## src/sv/hfc_pkg.sv

```systemverilog
// Package: shared constants and conversion functions for the half/single converter.
package hfc_pkg;

  localparam int unsigned OperandW = 32;
  localparam int unsigned ResultW  = 32;

  typedef enum logic {
    FUNC_H2S = 1'b0,
    FUNC_S2H = 1'b1
  } func_t;

  localparam logic [15:0] HalfMaxFin   = 16'h7BFF;
  localparam logic [7:0]  ExpBiasDiff  = 8'd112;
  localparam logic [7:0]  ExpOvfLimit  = 8'd143;
  localparam logic [7:0]  SubExpBase   = 8'd103;

  // Half to single, exact.
  function automatic logic [31:0] widen_half(input logic [15:0] h);
    logic       sign;
    logic [4:0] ex;
    logic [9:0] man;
    logic [3:0] p;
    logic [22:0] frac;
    logic [31:0] r;
    sign = h[15];
    ex   = h[14:10];
    man  = h[9:0];
    p    = 4'd0;
    for (int i = 0; i < 10; i++) begin
      if (man[i]) p = 4'(i);
    end
    frac = 23'({man, 13'd0} << (4'd10 - p));
    if (ex == 5'd0) begin
      if (man == 10'd0) r = {sign, 31'd0};
      else r = {sign, SubExpBase + {4'd0, p}, frac};
    end else if (ex == 5'd31) begin
      r = {sign, 8'hFF, man, 13'd0};
    end else begin
      r = {sign, {3'd0, ex} + ExpBiasDiff, man, 13'd0};
    end
    return r;
  endfunction

  // Single to half, truncating, saturating, flushing.
  function automatic logic [31:0] narrow_single(input logic [31:0] s);
    logic       sign;
    logic [7:0] ex8;
    logic [7:0] hex;
    logic [15:0] h;
    sign = s[31];
    ex8  = s[30:23];
    hex  = ex8 - ExpBiasDiff;
    if (ex8 >= ExpOvfLimit) h = {sign, HalfMaxFin[14:0]};
    else if (ex8 <= ExpBiasDiff) h = {sign, 15'd0};
    else h = {sign, hex[4:0], s[22:13]};
    return {16'd0, h};
  endfunction

endpackage

```

## src/sv/hfc_if.sv

```systemverilog
// Interfaces: input and result channels.
interface hfc_in_if import hfc_pkg::*; ();
  logic                valid;
  logic                ready;
  logic                func;
  logic [OperandW-1:0] operand;
  modport source (output valid, func, operand, input ready);
  modport sink   (input valid, func, operand, output ready);
endinterface

interface hfc_out_if import hfc_pkg::*; ();
  logic               valid;
  logic               ready;
  logic [ResultW-1:0] result;
  modport source (output valid, result, input ready);
  modport sink   (input valid, result, output ready);
endinterface

```

## src/sv/half_float_converter_unit.sv

```systemverilog
// Top level: half/single bit-pattern converter, one item per cycle while out is not stalled.
//
//  channel | dir | payload              | handshake
//  in_ch   | in  | func, operand[31:0]  | valid/ready
//  out_ch  | out | result[31:0]         | valid/ready
//
// Pipeline: the operand is captured in the input reg and its conversion in the
// result reg; one item per cycle sustained while out is not stalled, set by the
// two-stage register pipe (input reg, result reg).
// Reset (sync, active low) clears the stage valid bits only.
// Stalls: each stage advances when the stage after it is empty or moving,
// so ready drops only when both stages hold items and out is stalled.
module half_float_converter_unit import hfc_pkg::*; (
  input logic        clk,
  input logic        rst_n,
  hfc_in_if.sink     in_ch,
  hfc_out_if.source  out_ch
);

  logic                s1_vld_r;
  logic                s1_func_r;
  logic [OperandW-1:0] s1_op_r;
  logic                s2_vld_r;
  logic [ResultW-1:0]  s2_res_r;
  logic                s2_adv;
  logic                s1_adv;
  logic [ResultW-1:0]  res_nxt;

  // result stage moves when empty or drained this cycle
  assign s2_adv = !s2_vld_r || out_ch.ready;
  assign s1_adv = !s1_vld_r || s2_adv;
  assign in_ch.ready = s1_adv;

  // conversion between the two registers
  always_comb begin
    if (func_t'(s1_func_r) == FUNC_S2H) res_nxt = narrow_single(s1_op_r);
    else res_nxt = widen_half(s1_op_r[15:0]);
  end

  always_ff @(posedge clk) begin
    if (!rst_n) begin
      s1_vld_r <= 1'b0;
      s2_vld_r <= 1'b0;
    end else begin
      if (s1_adv) s1_vld_r <= in_ch.valid;
      if (s2_adv) s2_vld_r <= s1_vld_r;
    end
  end

  always_ff @(posedge clk) begin
    if (s1_adv && in_ch.valid) begin
      s1_func_r <= in_ch.func;
      s1_op_r   <= in_ch.operand;
    end
    if (s2_adv && s1_vld_r) s2_res_r <= res_nxt;
  end

  assign out_ch.valid  = s2_vld_r;
  assign out_ch.result = s2_res_r;

endmodule

```

## src/flat_wrapper.sv

```systemverilog
// flat-port wrapper written by rule: the top's interface ports become plain ports
module half_float_converter_unit_flat import hfc_pkg::*;
  (clk, rst_n, in_ch_valid, in_ch_func, in_ch_operand, in_ch_ready, out_ch_valid, out_ch_result, out_ch_ready);
  hfc_in_if in_ch_i ();
  hfc_out_if out_ch_i ();
  input logic clk;
  input logic rst_n;
  input wire logic [$bits(in_ch_i.valid)-1:0] in_ch_valid;
  input wire logic [$bits(in_ch_i.func)-1:0] in_ch_func;
  input wire logic [$bits(in_ch_i.operand)-1:0] in_ch_operand;
  output wire logic [$bits(in_ch_i.ready)-1:0] in_ch_ready;
  output wire logic [$bits(out_ch_i.valid)-1:0] out_ch_valid;
  output wire logic [$bits(out_ch_i.result)-1:0] out_ch_result;
  input wire logic [$bits(out_ch_i.ready)-1:0] out_ch_ready;
  assign in_ch_i.valid = in_ch_valid;
  assign in_ch_i.func = in_ch_func;
  assign in_ch_i.operand = in_ch_operand;
  assign in_ch_ready = in_ch_i.ready;
  assign out_ch_valid = out_ch_i.valid;
  assign out_ch_result = out_ch_i.result;
  assign out_ch_i.ready = out_ch_ready;
  half_float_converter_unit u_core (.clk(clk), .rst_n(rst_n), .in_ch(in_ch_i), .out_ch(out_ch_i));
endmodule
```

## config.mk

```make
export PLATFORM = sky130hd
export DESIGN_NAME = half_float_converter_unit_flat
export DESIGN_NICKNAME = d
export VERILOG_FILES = /design/src/sv/hfc_pkg.sv /design/src/sv/hfc_if.sv /design/src/sv/half_float_converter_unit.sv /design/src/flat_wrapper.sv
export SDC_FILE = /design/constraint.sdc
export NUM_CORES = 1
export LEC_CHECK = 0
export BUFFER_PORTS_ARGS = -buffer_cell sky130_fd_sc_hd__buf_2
export CAP_MARGIN = 25
export CORE_AREA = 2 2 90 92
export DETAILED_ROUTE_END_ITERATION = 8
export DIE_AREA = 0 0 92 94
export SLEW_MARGIN = 20
export SYNTH_ARGS = -nofsm -noshare
export SYNTH_HDL_FRONTEND = slang
export SYNTH_SLANG_ARGS = --single-unit
```

## constraint.sdc

```tcl
create_clock -name clk -period 3.3 [get_ports clk]
set_clock_uncertainty 0.05 [all_clocks]
set_input_delay 0.66 -clock clk [delete_from_list [all_inputs] [get_ports clk]]
set_output_delay 0.66 -clock clk [all_outputs]
set_load 0.02 [all_outputs]
```

# ---- After elaboration in Yosys (flattened, before gate mapping)
# Cells that the tools add are included.
dict set report totals {
  reg_bits 67
  in_bits 37
  wordCells 38
}
dict set report op_classes {
  n_reduce_logical 8
  n_mux 16
  eq_ne 1
  n_addsub 4
  n_lt_le_gt_ge 2
  shift 1
}
# op count
set ops {}
lappend ops {{$mux W31} 3}
lappend ops {{$mux W15} 2}
lappend ops {{$shl A23 B4 Y23} 1}
lappend ops {{$mux W16} 1}
lappend ops {{$mux W3} 4}
lappend ops {{$mux W4} 3}
lappend ops {{$logic_not A10 Y1} 1}
lappend ops {{$add A5 B7 Y8 const B} 1}
lappend ops {{$add A7 B4 Y8 const A} 1}
lappend ops {{$ge A8 B8 Y1 const B} 1}
lappend ops {{$le A8 B7 Y1 const B} 1}
lappend ops {{$eq A5 B5 Y1 const B} 1}
lappend ops {{$logic_not A5 Y1} 1}
lappend ops {{$sub A5 B5 Y5 const B} 1}
lappend ops {{$mux W2} 2}
lappend ops {{$sub A4 B4 Y4 const A} 1}
lappend ops {{$logic_and A1 B1 Y1} 2}
lappend ops {{$logic_not A1 Y1} 2}
lappend ops {{$logic_or A1 B1 Y1} 2}
lappend ops {{$mux W1} 1}

# ---- Logic depth before layout (Yosys ltp)
# Gate-level depths: netlist (run 1).
dict set report depth {
  ltp_word 15
  depth_mapped 13
  ltp_nobuf 9
}

# ---- Least setup slack after synthesis (run 1)
# Ideal clock, no wire load.
dict set report synth_timing {
  kind {register to register}
  startpoint {register u_core.s1_op_r[5]}
  endpoint {register u_core.s2_res_r[20] (netlist: u_core.out_ch.result[20]), data pin}
  setup_slack_ns 0.498
  synth_period_minus_slack_ns 2.802
  path_stages_with_launch 10
  arrival_time_ns 2.594
  setup_ns 0.158
  path_cell_list {edfxtp_1 > nor3b_1 > nor3_1 > and2_0 > clkbuf_1 > inv_1 > ha_1 > xor2_2 > or4_1 > o211ai_1}
}
dict set report synth_via {
  elab_chain_len 10
}
# item line
set synth_rtl {}
lappend synth_rtl {{start: declaration} half_float_converter_unit.sv:22} ;# logic [OperandW-1:0] s1_op_r;
lappend synth_rtl {{start signal: assignment} half_float_converter_unit.sv:53} ;# s1_op_r <= in_ch.operand;
lappend synth_rtl {{$mux W3 (3 in series)} hfc_pkg.sv:30} ;# if (man[i]) p = 4'(i);
lappend synth_rtl {{$mux W4 (2 in series)} hfc_pkg.sv:30}
lappend synth_rtl {{$mux W4} half_float_converter_unit.sv:36} ;# if (func_t'(s1_func_r) == FUNC_S2H) res_nxt = narrow_single(s1_op_r);
lappend synth_rtl {{$sub A4 B4 Y4} hfc_pkg.sv:32} ;# frac = 23'({man, 13'd0} << (4'd10 - p));
lappend synth_rtl {{$shl A23 B4 Y23} hfc_pkg.sv:32}
lappend synth_rtl {{$mux W31 (*)} hfc_pkg.sv:34} ;# if (man == 10'd0) r = {sign, 31'd0};
lappend synth_rtl {{$mux W31 (*)} hfc_pkg.sv:33} ;# if (ex == 5'd0) begin
lappend synth_rtl {{end signal: assignment} half_float_converter_unit.sv:55} ;# if (s2_adv && s1_vld_r) s2_res_r <= res_nxt;
lappend synth_rtl {{end: declaration} half_float_converter_unit.sv:24} ;# logic [ResultW-1:0] s2_res_r;
# Mark *: on every way between the ends. The rest lies on a longest branch, timed or not. The select of a mux whose other input is x is not followed.
# A chain may end at the register's enable or synchronous reset.

# ---- Worst setup path in the final report (run 1)
dict set report layout_timing {
  startpoint {register u_core.s1_op_r[7]}
  endpoint {register u_core.s2_res_r[22] (netlist: u_core.out_ch.result[22]), data pin}
}
dict set report layout_via {
  elab_chain_len 8
}
# item line
set layout_rtl {}
lappend layout_rtl {{$mux W3} hfc_pkg.sv:30}
lappend layout_rtl {{$mux W4 (2 in series)} hfc_pkg.sv:30}
lappend layout_rtl {{$mux W4} half_float_converter_unit.sv:36}
lappend layout_rtl {{$sub A4 B4 Y4} hfc_pkg.sv:32}
lappend layout_rtl {{$shl A23 B4 Y23} hfc_pkg.sv:32}
lappend layout_rtl {{$mux W31 (*)} hfc_pkg.sv:34}
lappend layout_rtl {{$mux W31 (*)} hfc_pkg.sv:33}
# Marks and branches as above.

==> qor.yml, run 1 <==
synth.most_common_cell: "sky130_fd_sc_hd__edfxtp_1"
ir_worst_vdd_mv: 0.264
yosys_most_used_dff: "sky130_fd_sc_hd__edfxtp_1"
r2r_slack_ns: 0.38
grt_first_pass_wirelength_um: 10700
worstPathBufferInverterCount: 2
cts_hold_buf: 0
drt_iter0_drc: 160
post-cts-setup-buffers: 0
num_io_pins: 71
worstReg2RegStart: "u_core.s1_op_r[7]$_DFFE_PP_"
origin_of_the_worst_min_delay_path: "in_ch_operand[13]"
via_per_inst: 5.14
dp_hpwl_um: 4880
synth_cell_type_count: 54
grt_util_all_layers_pct: 16.4
final_period_minus_worst_setup_slack_ns: 2.92
power_report.internal_total_w: 0.00142
power.static_leakage_nw: 1.47
netlist_instances: 254
final_antenna_net_count: 0
areaGrowthSynthToFinish_pct: 24.0
cpMostUsedCell: "sky130_fd_sc_hd__nor3_1"
global_route.overflow_total: 0
run_status: "finished clean"
post_drt_wl_per_cell_um: 15.1
finalWorstSetupSlack_ns: 0.376
whs_endpoint: "u_core.s1_op_r[13]$_DFFE_PP_"
cp-startpoint: "u_core.s1_op_r[7]$_DFFE_PP_"
clock_input_transition_at_the_sequential_cells_of_the_worst_setup_and_hold_paths_ns: 0.08
syn-cell-area_sq_mm: 0.00305
timing.final.setup_violations: 0
setup_cp_type: "register to register"
relSlewSlack_pct: 49.6
cts_tree: "yes"
max_slew.worst_pin.slew_ns: 0.755
timing.final.max_slew_violations: 0
clk_path_buf_depth: 2
core_area_sq_mm: 0.00761
placement.io_buffers: 70
placement.setup.worst_slack_ns: 0.435
cts_htree_levels: 3
final-hold-violation-count: 0
maximum_number_of_pins_on_one_net_before_global_route_repair: 34
grt_pass1_vias: 2167
synthesized_nets: 293
netlist_top_cells_count: "64 x sky130_fd_sc_hd__edfxtp_1, 46 x sky130_fd_sc_hd__nor2_1, 18 x sky130_fd_sc_hd__nand2_1"
hold-path-cell-count: 1
yosysTopAreaCellShare_pct: 63.0
clock.fmax_mhz: 342
cts_inserted_buffers: 9
fin_nets: 375
die_w_um: 92
synth_largest_area_cell: "sky130_fd_sc_hd__edfxtp_1"
postSynth.asyncResetShare_pct: 0
cp.arrival_ns: 2.93
total_inserted_antenna_cells: 0
setup.worst_path.start_class: "register"
routed-via-count: 2275
post_cts_resized: 0
avgSynthCellArea_sq_um: 12.0
fp.dieH_um: 94
setup-tns-final_ns: 0
register_to_register_path_depth: 9
powerDensity_mw_per_mm2: 508
fp-row-count: 32
drv_cap: 0
delay_of_the_slowest_cell_on_the_worst_path_ns: 0.50
power.share.clock_pct: 35.1
path_max_fanout: 8
worstReg2RegEnd: "u_core.out_ch.result[22]$_SDFFCE_PP0P_"
grt_setup_unrepaired: "false"
p_sw_w: 0.000498
synth_edf_count: 64
comb_power_share_pct: 12.9
worst_path_dominant_cell_family: "simple AND/OR/NAND/NOR gates"
postRouteWirelength_um: 6700
clk_root_buf: "sky130_fd_sc_hd__clkbuf_8"
cpMaxStageDelayCell: "sky130_fd_sc_hd__edfxtp_1"
critical_path.endpoint_type: "register"
drc: 0
design.die.area_sq_mm: 0.00865
synth.top_cells.by_area: "sky130_fd_sc_hd__edfxtp_1 63%, sky130_fd_sc_hd__nor2_1 5.7%, sky130_fd_sc_hd__nand2_1 2.2%"
yosys_warnings: 0
drt_first_pass_iters: 5
holdCritPathClass: "input port to register"
switching_share_pct: 25.9
seq_power_share_pct: 52.0
antenna_found_initial: 0
timing.critical_path.required_ns: 3.31
initial_utilization_pct: 40.1
cts.sink_count: 66
synth_sequential_area_ratio_pct: 64.3
place_congestion: 0.888
synth.ff_latch_count: 66
clock_latency_ns: 0.35
drive_gt1_share_pct: 32.0
crit_path_cell_trace: "nor2b_1 -> nor3_1 -> and2_0 -> ha_1 -> buf_4 -> inv_1 -> nor3_1 -> a221oi_1 -> a311oi_1"
finalCritPeriodShare_pct: 88.6
[logic make-up (layout without fill, tap and decap cells)]
logic type	count (synthesis)	after routing	synth area share (%)
AND/OR/NAND/NOR	108	108	18.0
XOR/XNOR	3	3	1.72
flip-flops	66	66	64.3
multiplexers	1	1	0.369
buffers and inverters	23	110	3.28
AO/OA/AOI/OAI	51	51	11.6
adder cells (fa/ha/maj)	2	2	0.820
[layout by cell type, fill, tap and decap left out, types with 3 or more instances in the layout]
cell                       synthesis  layout
sky130_fd_sc_hd__buf_4             1      16
sky130_fd_sc_hd__nor2_1           46      46
sky130_fd_sc_hd__nand2_1          18      18
sky130_fd_sc_hd__clkbuf_8          0       9
sky130_fd_sc_hd__nor2b_1           8       7
sky130_fd_sc_hd__nand4_1           6       6
sky130_fd_sc_hd__nor4_1            4       4
sky130_fd_sc_hd__edfxtp_1         64      64
sky130_fd_sc_hd__a21oi_1          12      12
sky130_fd_sc_hd__a31oi_1           5       5
sky130_fd_sc_hd__clkinv_4          0       3
sky130_fd_sc_hd__nor3_1            7       7
sky130_fd_sc_hd__o211ai_1          3       3
sky130_fd_sc_hd__o21ai_0           5       5
sky130_fd_sc_hd__inv_1             8       8
sky130_fd_sc_hd__a22oi_1           3       3
sky130_fd_sc_hd__buf_2             2      70
[worst register-to-register path, stage by stage (launching register included)]
cell and delay [ns]:
sky130_fd_sc_hd__edfxtp_1 0.50, sky130_fd_sc_hd__nor2b_1 0.22, sky130_fd_sc_hd__nor3_1 0.20, sky130_fd_sc_hd__and2_0 0.39
sky130_fd_sc_hd__ha_1 0.40, sky130_fd_sc_hd__buf_4 0.20, sky130_fd_sc_hd__inv_1 0.13, sky130_fd_sc_hd__nor3_1 0.08
sky130_fd_sc_hd__a221oi_1 0.39, sky130_fd_sc_hd__a311oi_1 0.09
[power groups by stage]
stage	sequential, W	combinational (W)	clock (W)
after floorplan	0.00104	0.000133	0
after global placement	0.00102	0.000249	0
after detailed placement	0.00102	0.000246	0
after CTS	0.00100	0.000247	0.000692
after global routing	0.00101	0.000272	0.000724
final	0.00100	0.000248	0.000675
[worst max-delay path by stage]
| stage | endpoint | slack (ns) | cells after the start |
|---|---|---|---|
| final | u_core.out_ch.result[22]$_SDFFCE_PP0P_ | 0.38 | 9 |
| after floorplan | u_core.out_ch.result[20]$_SDFFCE_PP0P_ | 0.50 | 9 |
| after CTS | u_core.out_ch.result[22]$_SDFFCE_PP0P_ | 0.41 | 9 |
| after detailed placement | u_core.out_ch.result[22]$_SDFFCE_PP0P_ | 0.43 | 9 |
| after global placement | u_core.out_ch.result[22]$_SDFFCE_PP0P_ | 0.48 | 9 |
| after global routing | u_core.out_ch.result[22]$_SDFFCE_PP0P_ | 0.19 | 9 |
[state kept, by name, indices dropped and copies added, names as in the netlist]
signal and flops:
u_core.s1_func_r 1, u_core.s1_vld_r 1, u_core.s1_op_r 32, u_core.out_ch.valid 1, u_core.out_ch.result 31
[metrics by stage]
| stage | hold WS, ns | cells | total power, W | utilization, % | cell area, sq um |
|---|---|---|---|---|---|
| finish | 0.429 | 443 | 0.00192 | 49.8 | 3780 |
| global route | 0.415 | 443 | 0.00200 | 49.8 | 3780 |
| CTS | 0.418 | 443 | 0.00194 | 49.8 | 3780 |
| detailed placement | 0.452 | 427 | 0.00127 | 47.1 | 3580 |
| global placement | 0.440 | 427 | 0.00127 | 47.1 | 3580 |
| floorplan | 0.427 | 254 | 0.00117 | - | 3050 |
[layout make-up]
class                           count  area, sq um
Clock buffer                        9          124
Clock inverter                      7         77.6
Fill cell                         691         3820
Inverter                            8         30.0
Multi-Input combinational cell    165          993
Sequential cell                    66         1960
Tap cell                          102          128
Timing Repair Buffer               86          470
[layer usage]
layer  GRT usage (%)  routed length, um  up-vias
met2            24.3               3070       84
met4            11.8                306        0
met5               0                  0        -
li1                -                  -     1123
met3            2.97                369       24
met1            21.8               2950     1044
No activity file was read; power rests on OpenSTA's default activity.
==> run 2, diff against run 1 <==
--- a/config.mk
+++ b/config.mk
@@ -5,11 +5,13 @@
 export SDC_FILE = /design/constraint.sdc
 export NUM_CORES = 1
 export LEC_CHECK = 0
+export ABC_AREA = 1
 export BUFFER_PORTS_ARGS = -buffer_cell sky130_fd_sc_hd__buf_2
 export CAP_MARGIN = 25
 export CORE_AREA = 2 2 90 92
 export DETAILED_ROUTE_END_ITERATION = 8
 export DIE_AREA = 0 0 92 94
+export HOLD_SLACK_MARGIN = 0.12
 export SLEW_MARGIN = 20
 export SYNTH_ARGS = -nofsm -noshare
 export SYNTH_HDL_FRONTEND = slang
==> constraint.sdc (replaced) <==
create_clock -name clk -period 3.7 [get_ports clk]
set_clock_uncertainty 0.05 [all_clocks]
set_input_delay 0.74 -clock clk [delete_from_list [all_inputs] [get_ports clk]]
set_output_delay 0.74 -clock clk [all_outputs]
set_load 0.02 [all_outputs]
==> qor.yml, run 2 <==
die_w_um: 92  # unchanged
synth.most_common_cell: "sky130_fd_sc_hd__edfxtp_1"  # unchanged
yosysTopAreaCellShare_pct: 62.5  # was 63.0%
timing.critical_path.required_ns: 3.71  # was 3.31 ns
avgSynthCellArea_sq_um: 11.1  # was 12.0 sq um
netlist_instances: 276  # was 254
synth_edf_count: 64  # unchanged
timing.final.max_slew_violations: 0  # unchanged
post-cts-setup-buffers: 0  # unchanged
layout.cells.most_common_list: "70 x sky130_fd_sc_hd__buf_2, 64 x sky130_fd_sc_hd__edfxtp_1, 47 x sky130_fd_sc_hd__nand2_1"  # was 70 x sky130_fd_sc_hd__buf_2, 64 x sky130_fd_sc_hd__edfxtp_1, 46 x sky130_fd_sc_hd__nor2_1
powerDensity_mw_per_mm2: 470  # was 508 mW/mm^2
wl_met1_um: 2890  # was 2950 um
grt_setup_unrepaired: "false"  # unchanged
drive_gt1_share_pct: 32.1  # was 32.0%
fin_nets: 392  # was 375
grt_first_pass_wirelength_um: 10300  # was 10700 um
finalCritPeriodShare_pct: 71.0  # was 88.6%
worst_path_dominant_cell_family: "simple AND/OR/NAND/NOR gates"  # unchanged
worstPathBufferInverterCount: 2  # unchanged
final-hold-violation-count: 0  # unchanged
post_cts_resized: 0  # unchanged
hold_slack_ns: 0.493  # was 0.429 ns
postSynth.asyncResetShare_pct: 0  # unchanged
drv_cap: 0  # unchanged
path_max_fanout: 12  # was 8
synth_largest_area_cell: "sky130_fd_sc_hd__edfxtp_1"  # unchanged
netlist_top_cells_count: "64 x sky130_fd_sc_hd__edfxtp_1, 47 x sky130_fd_sc_hd__nand2_1, 33 x sky130_fd_sc_hd__inv_1"  # was 64 x sky130_fd_sc_hd__edfxtp_1, 46 x sky130_fd_sc_hd__nor2_1, 18 x sky130_fd_sc_hd__nand2_1
clock_input_transition_at_the_sequential_cells_of_the_worst_setup_and_hold_paths_ns: 0.08  # about the same
design.die.area_sq_mm: 0.00865  # unchanged
count_of_placed_standard_cells_in_the_final_layout_fillers_left_out: 460  # was 443
holdCritPathClass: "register to register"  # was input port to register
fp.dieH_um: 94  # unchanged
dp_hpwl_um: 4770  # was 4880 um
global_route.overflow_total: 0  # unchanged
wl_met2_um: 3170  # was 3070 um
core_area_sq_mm: 0.00761  # unchanged
maximum_number_of_pins_on_one_net_before_global_route_repair: 32  # was 34
grt_util_all_layers_pct: 15.9  # was 16.4%
drt_iter0_drc: 156  # was 160
timing.final.setup_violations: 0  # unchanged
run_status: "finished clean"  # unchanged
setup-tns-final_ns: 0  # unchanged
place_congestion: 0.989  # was 0.888
grt_pass1_vias: 2093  # was 2167
worstReg2RegStart: "u_core.s1_op_r[2]$_DFFE_PP_"  # was u_core.s1_op_r[7]$_DFFE_PP_
postRouteWirelength_um: 6500  # was 6700 um
max_slew.worst_pin.slew_ns: 0.692  # was 0.755 ns
met3_wirelength_um: 280  # was 369 um
synth.top_cells.by_area: "sky130_fd_sc_hd__edfxtp_1 63%, sky130_fd_sc_hd__nand2_1 5.7%, sky130_fd_sc_hd__a21oi_1 4.2%"  # was sky130_fd_sc_hd__edfxtp_1 63%, sky130_fd_sc_hd__nor2_1 5.7%, sky130_fd_sc_hd__nand2_1 2.2%
yosys_most_used_dff: "sky130_fd_sc_hd__edfxtp_1"  # unchanged
initial_utilization_pct: 40.4  # was 40.1%
clock_latency_ns: 0.34  # was 0.35 ns
synthesized_nets: 315  # was 293
placement.io_buffers: 70  # unchanged
areaGrowthSynthToFinish_pct: 23.5  # was 24.0%
power.static_leakage_nw: 1.61  # was 1.47 nW
delay_of_the_slowest_cell_on_the_worst_path_ns: 0.46  # was 0.50 ns
drt_first_pass_iters: 5  # unchanged
via_per_inst: 4.82  # was 5.14
fp-row-count: 32  # unchanged
highest_layer: "met4"  # unchanged
cts.sink_count: 66  # unchanged
total_inserted_antenna_cells: 0  # unchanged
routed-via-count: 2217  # was 2275
final_common_cell: "sky130_fd_sc_hd__buf_2"  # unchanged
crit_path_cell_trace: "inv_2 -> nand2_1 -> nand2_1 -> nand2_1 -> nand2_1 -> nand2_2 -> nand2_4 -> nand2_4 -> ha_1 -> inv_1 -> nor2_1 -> a21oi_1 -> a21oi_1 -> nand2_1 -> nand2_1 -> a21oi_1"  # was nor2b_1 -> nor3_1 -> and2_0 -> ha_1 -> buf_4 -> inv_1 -> nor3_1 -> a221oi_1 -> a311oi_1
ir_worst_vdd_mv: 0.276  # was 0.264 mV
max_flop_register: "u_core.s1_op_r"  # unchanged
clk_root_buf: "sky130_fd_sc_hd__clkbuf_8"  # unchanged
placed_cells: 443  # was 427
clk_path_buf_depth: 2  # unchanged
synth.ff_latch_count: 66  # unchanged
yosys_warnings: 0  # unchanged
post_drt_wl_per_cell_um: 14.1  # was 15.1 um
setup.worst_path.start_class: "register"  # unchanged
final_antenna_net_count: 0  # unchanged
syn-cell-area_sq_mm: 0.00307  # was 0.00305 sq mm
cp.arrival_ns: 2.63  # was 2.93 ns
setup_cp_type: "register to register"  # unchanged
largest_register_ffs: 32  # unchanged
cts_htree_levels: 3  # unchanged
drc: 0  # unchanged
fill_cells: 702  # was 691
final_period_minus_worst_setup_slack_ns: 2.63  # was 2.92 ns
cpMaxStageDelayCell: "sky130_fd_sc_hd__edfxtp_1"  # unchanged
num_io_pins: 71  # unchanged
cts_tree: "yes"  # unchanged
cts_inserted_buffers: 9  # unchanged
cts_hold_buf: 0  # unchanged
clock.fmax_mhz: 380  # was 342 MHz
critical_path.endpoint_type: "register"  # unchanged
synth_cell_type_count: 37  # was 54
synth_sequential_area_ratio_pct: 63.8  # was 64.3%
origin_of_the_worst_min_delay_path: "u_core.s1_op_r[20]$_DFFE_PP_"  # was in_ch_operand[13]
cp-startpoint: "u_core.s1_op_r[2]$_DFFE_PP_"  # was u_core.s1_op_r[7]$_DFFE_PP_
cpMostUsedCell: "sky130_fd_sc_hd__nand2_1"  # was sky130_fd_sc_hd__nor3_1
antenna_found_initial: 0  # unchanged
relSlewSlack_pct: 53.8  # was 49.6%
[run 2: changes by cell type in the layout (fill, tap and decap cells not counted), moves of 3 or more]
cell / previous run / this run
sky130_fd_sc_hd__buf_4: 16 / 1
sky130_fd_sc_hd__clkinv_4: 3 / 0
sky130_fd_sc_hd__nor3_1: 7 / 1
sky130_fd_sc_hd__a31oi_1: 5 / 1
sky130_fd_sc_hd__inv_2: 0 / 4
sky130_fd_sc_hd__nand2_4: 0 / 4
sky130_fd_sc_hd__nand2_1: 18 / 47
sky130_fd_sc_hd__nor2b_1: 7 / 0
sky130_fd_sc_hd__inv_1: 8 / 33
sky130_fd_sc_hd__nand3_1: 2 / 26
sky130_fd_sc_hd__nor2_4: 0 / 5
sky130_fd_sc_hd__a21oi_1: 12 / 25
sky130_fd_sc_hd__nor2_1: 46 / 24
sky130_fd_sc_hd__nand4_1: 6 / 2
[run 2: area by class of cell]
class / instances / area (sq um) / area share, %
clock inverters: 6 / 88.8 / 2.34
repair buffers: 72 / 385 / 10.2
multi-input cells: 167 / 956 / 25.2
flip-flops and latches: 66 / 1960 / 51.7
well taps: 102 / 128 / 3.36
clock buffers: 10 / 138 / 3.63
inverters: 37 / 139 / 3.66
[run 2: worst paths after layout]
| path | endpoint | slack [ns] | cells past startpoint |
|---|---|---|---|
| setup / recovery | u_core.out_ch.result[21]$_SDFFCE_PP0P_ | 1.07 | 16 |
| hold / removal | u_core.out_ch.result[7]$_SDFFCE_PN0P_ | 0.49 | 2 |
| setup reg to reg | u_core.out_ch.result[21]$_SDFFCE_PP0P_ | 1.07 | 16 |
| hold reg to reg | u_core.out_ch.result[7]$_SDFFCE_PN0P_ | 0.49 | 2 |
[run 2: kinds of logic after synthesis]
family	count (synthesis)	share of synthesized area (%)
simple gates	120	20.5
fa+ha+maj	2	0.814
xor+xnor	2	1.18
flops	66	63.8
buf+inv	43	5.45
compound gates	43	8.22
[run 2: routing by layer]
metal  vias up  track usage [%]
met3        14             2.97
met4         0             8.08
met1      1014             20.7
li1       1116                -
met2        73             25.5
met5         -                0
[run 2: power breakdown]
part / internal, W / switching (W)
logic: 0.0000733 / 0.000141
registers: 0.000868 / 0.0000229
clock network: 0.000399 / 0.000281
[run 2: through the flow]
step / total power, W / util, % / instance area [sq um] / setup slack, ns
finish: 0.00179 / 49.9 / 3800 / 1.07
detailed placement: 0.00112 / 46.6 / 3540 / 1.11
CTS: 0.00180 / 49.5 / 3770 / 1.09
floorplan: 0.00105 / - / 3070 / 0.900
global route: 0.00186 / 49.9 / 3800 / 0.768
global placement: 0.00112 / 46.6 / 3540 / 1.11
[run 2: worst register-to-register path: stages, from the launching register on]
cell	delay, ns
sky130_fd_sc_hd__edfxtp_1	0.46
sky130_fd_sc_hd__inv_2	0.07
sky130_fd_sc_hd__nand2_1	0.04
sky130_fd_sc_hd__nand2_1	0.06
sky130_fd_sc_hd__nand2_1	0.04
sky130_fd_sc_hd__nand2_1	0.07
sky130_fd_sc_hd__nand2_2	0.07
sky130_fd_sc_hd__nand2_4	0.11
sky130_fd_sc_hd__nand2_4	0.10
sky130_fd_sc_hd__ha_1	0.46
sky130_fd_sc_hd__inv_1	0.27
sky130_fd_sc_hd__nor2_1	0.15
sky130_fd_sc_hd__a21oi_1	0.08
sky130_fd_sc_hd__a21oi_1	0.15
sky130_fd_sc_hd__nand2_1	0.06
sky130_fd_sc_hd__nand2_1	0.05
sky130_fd_sc_hd__a21oi_1	0.05
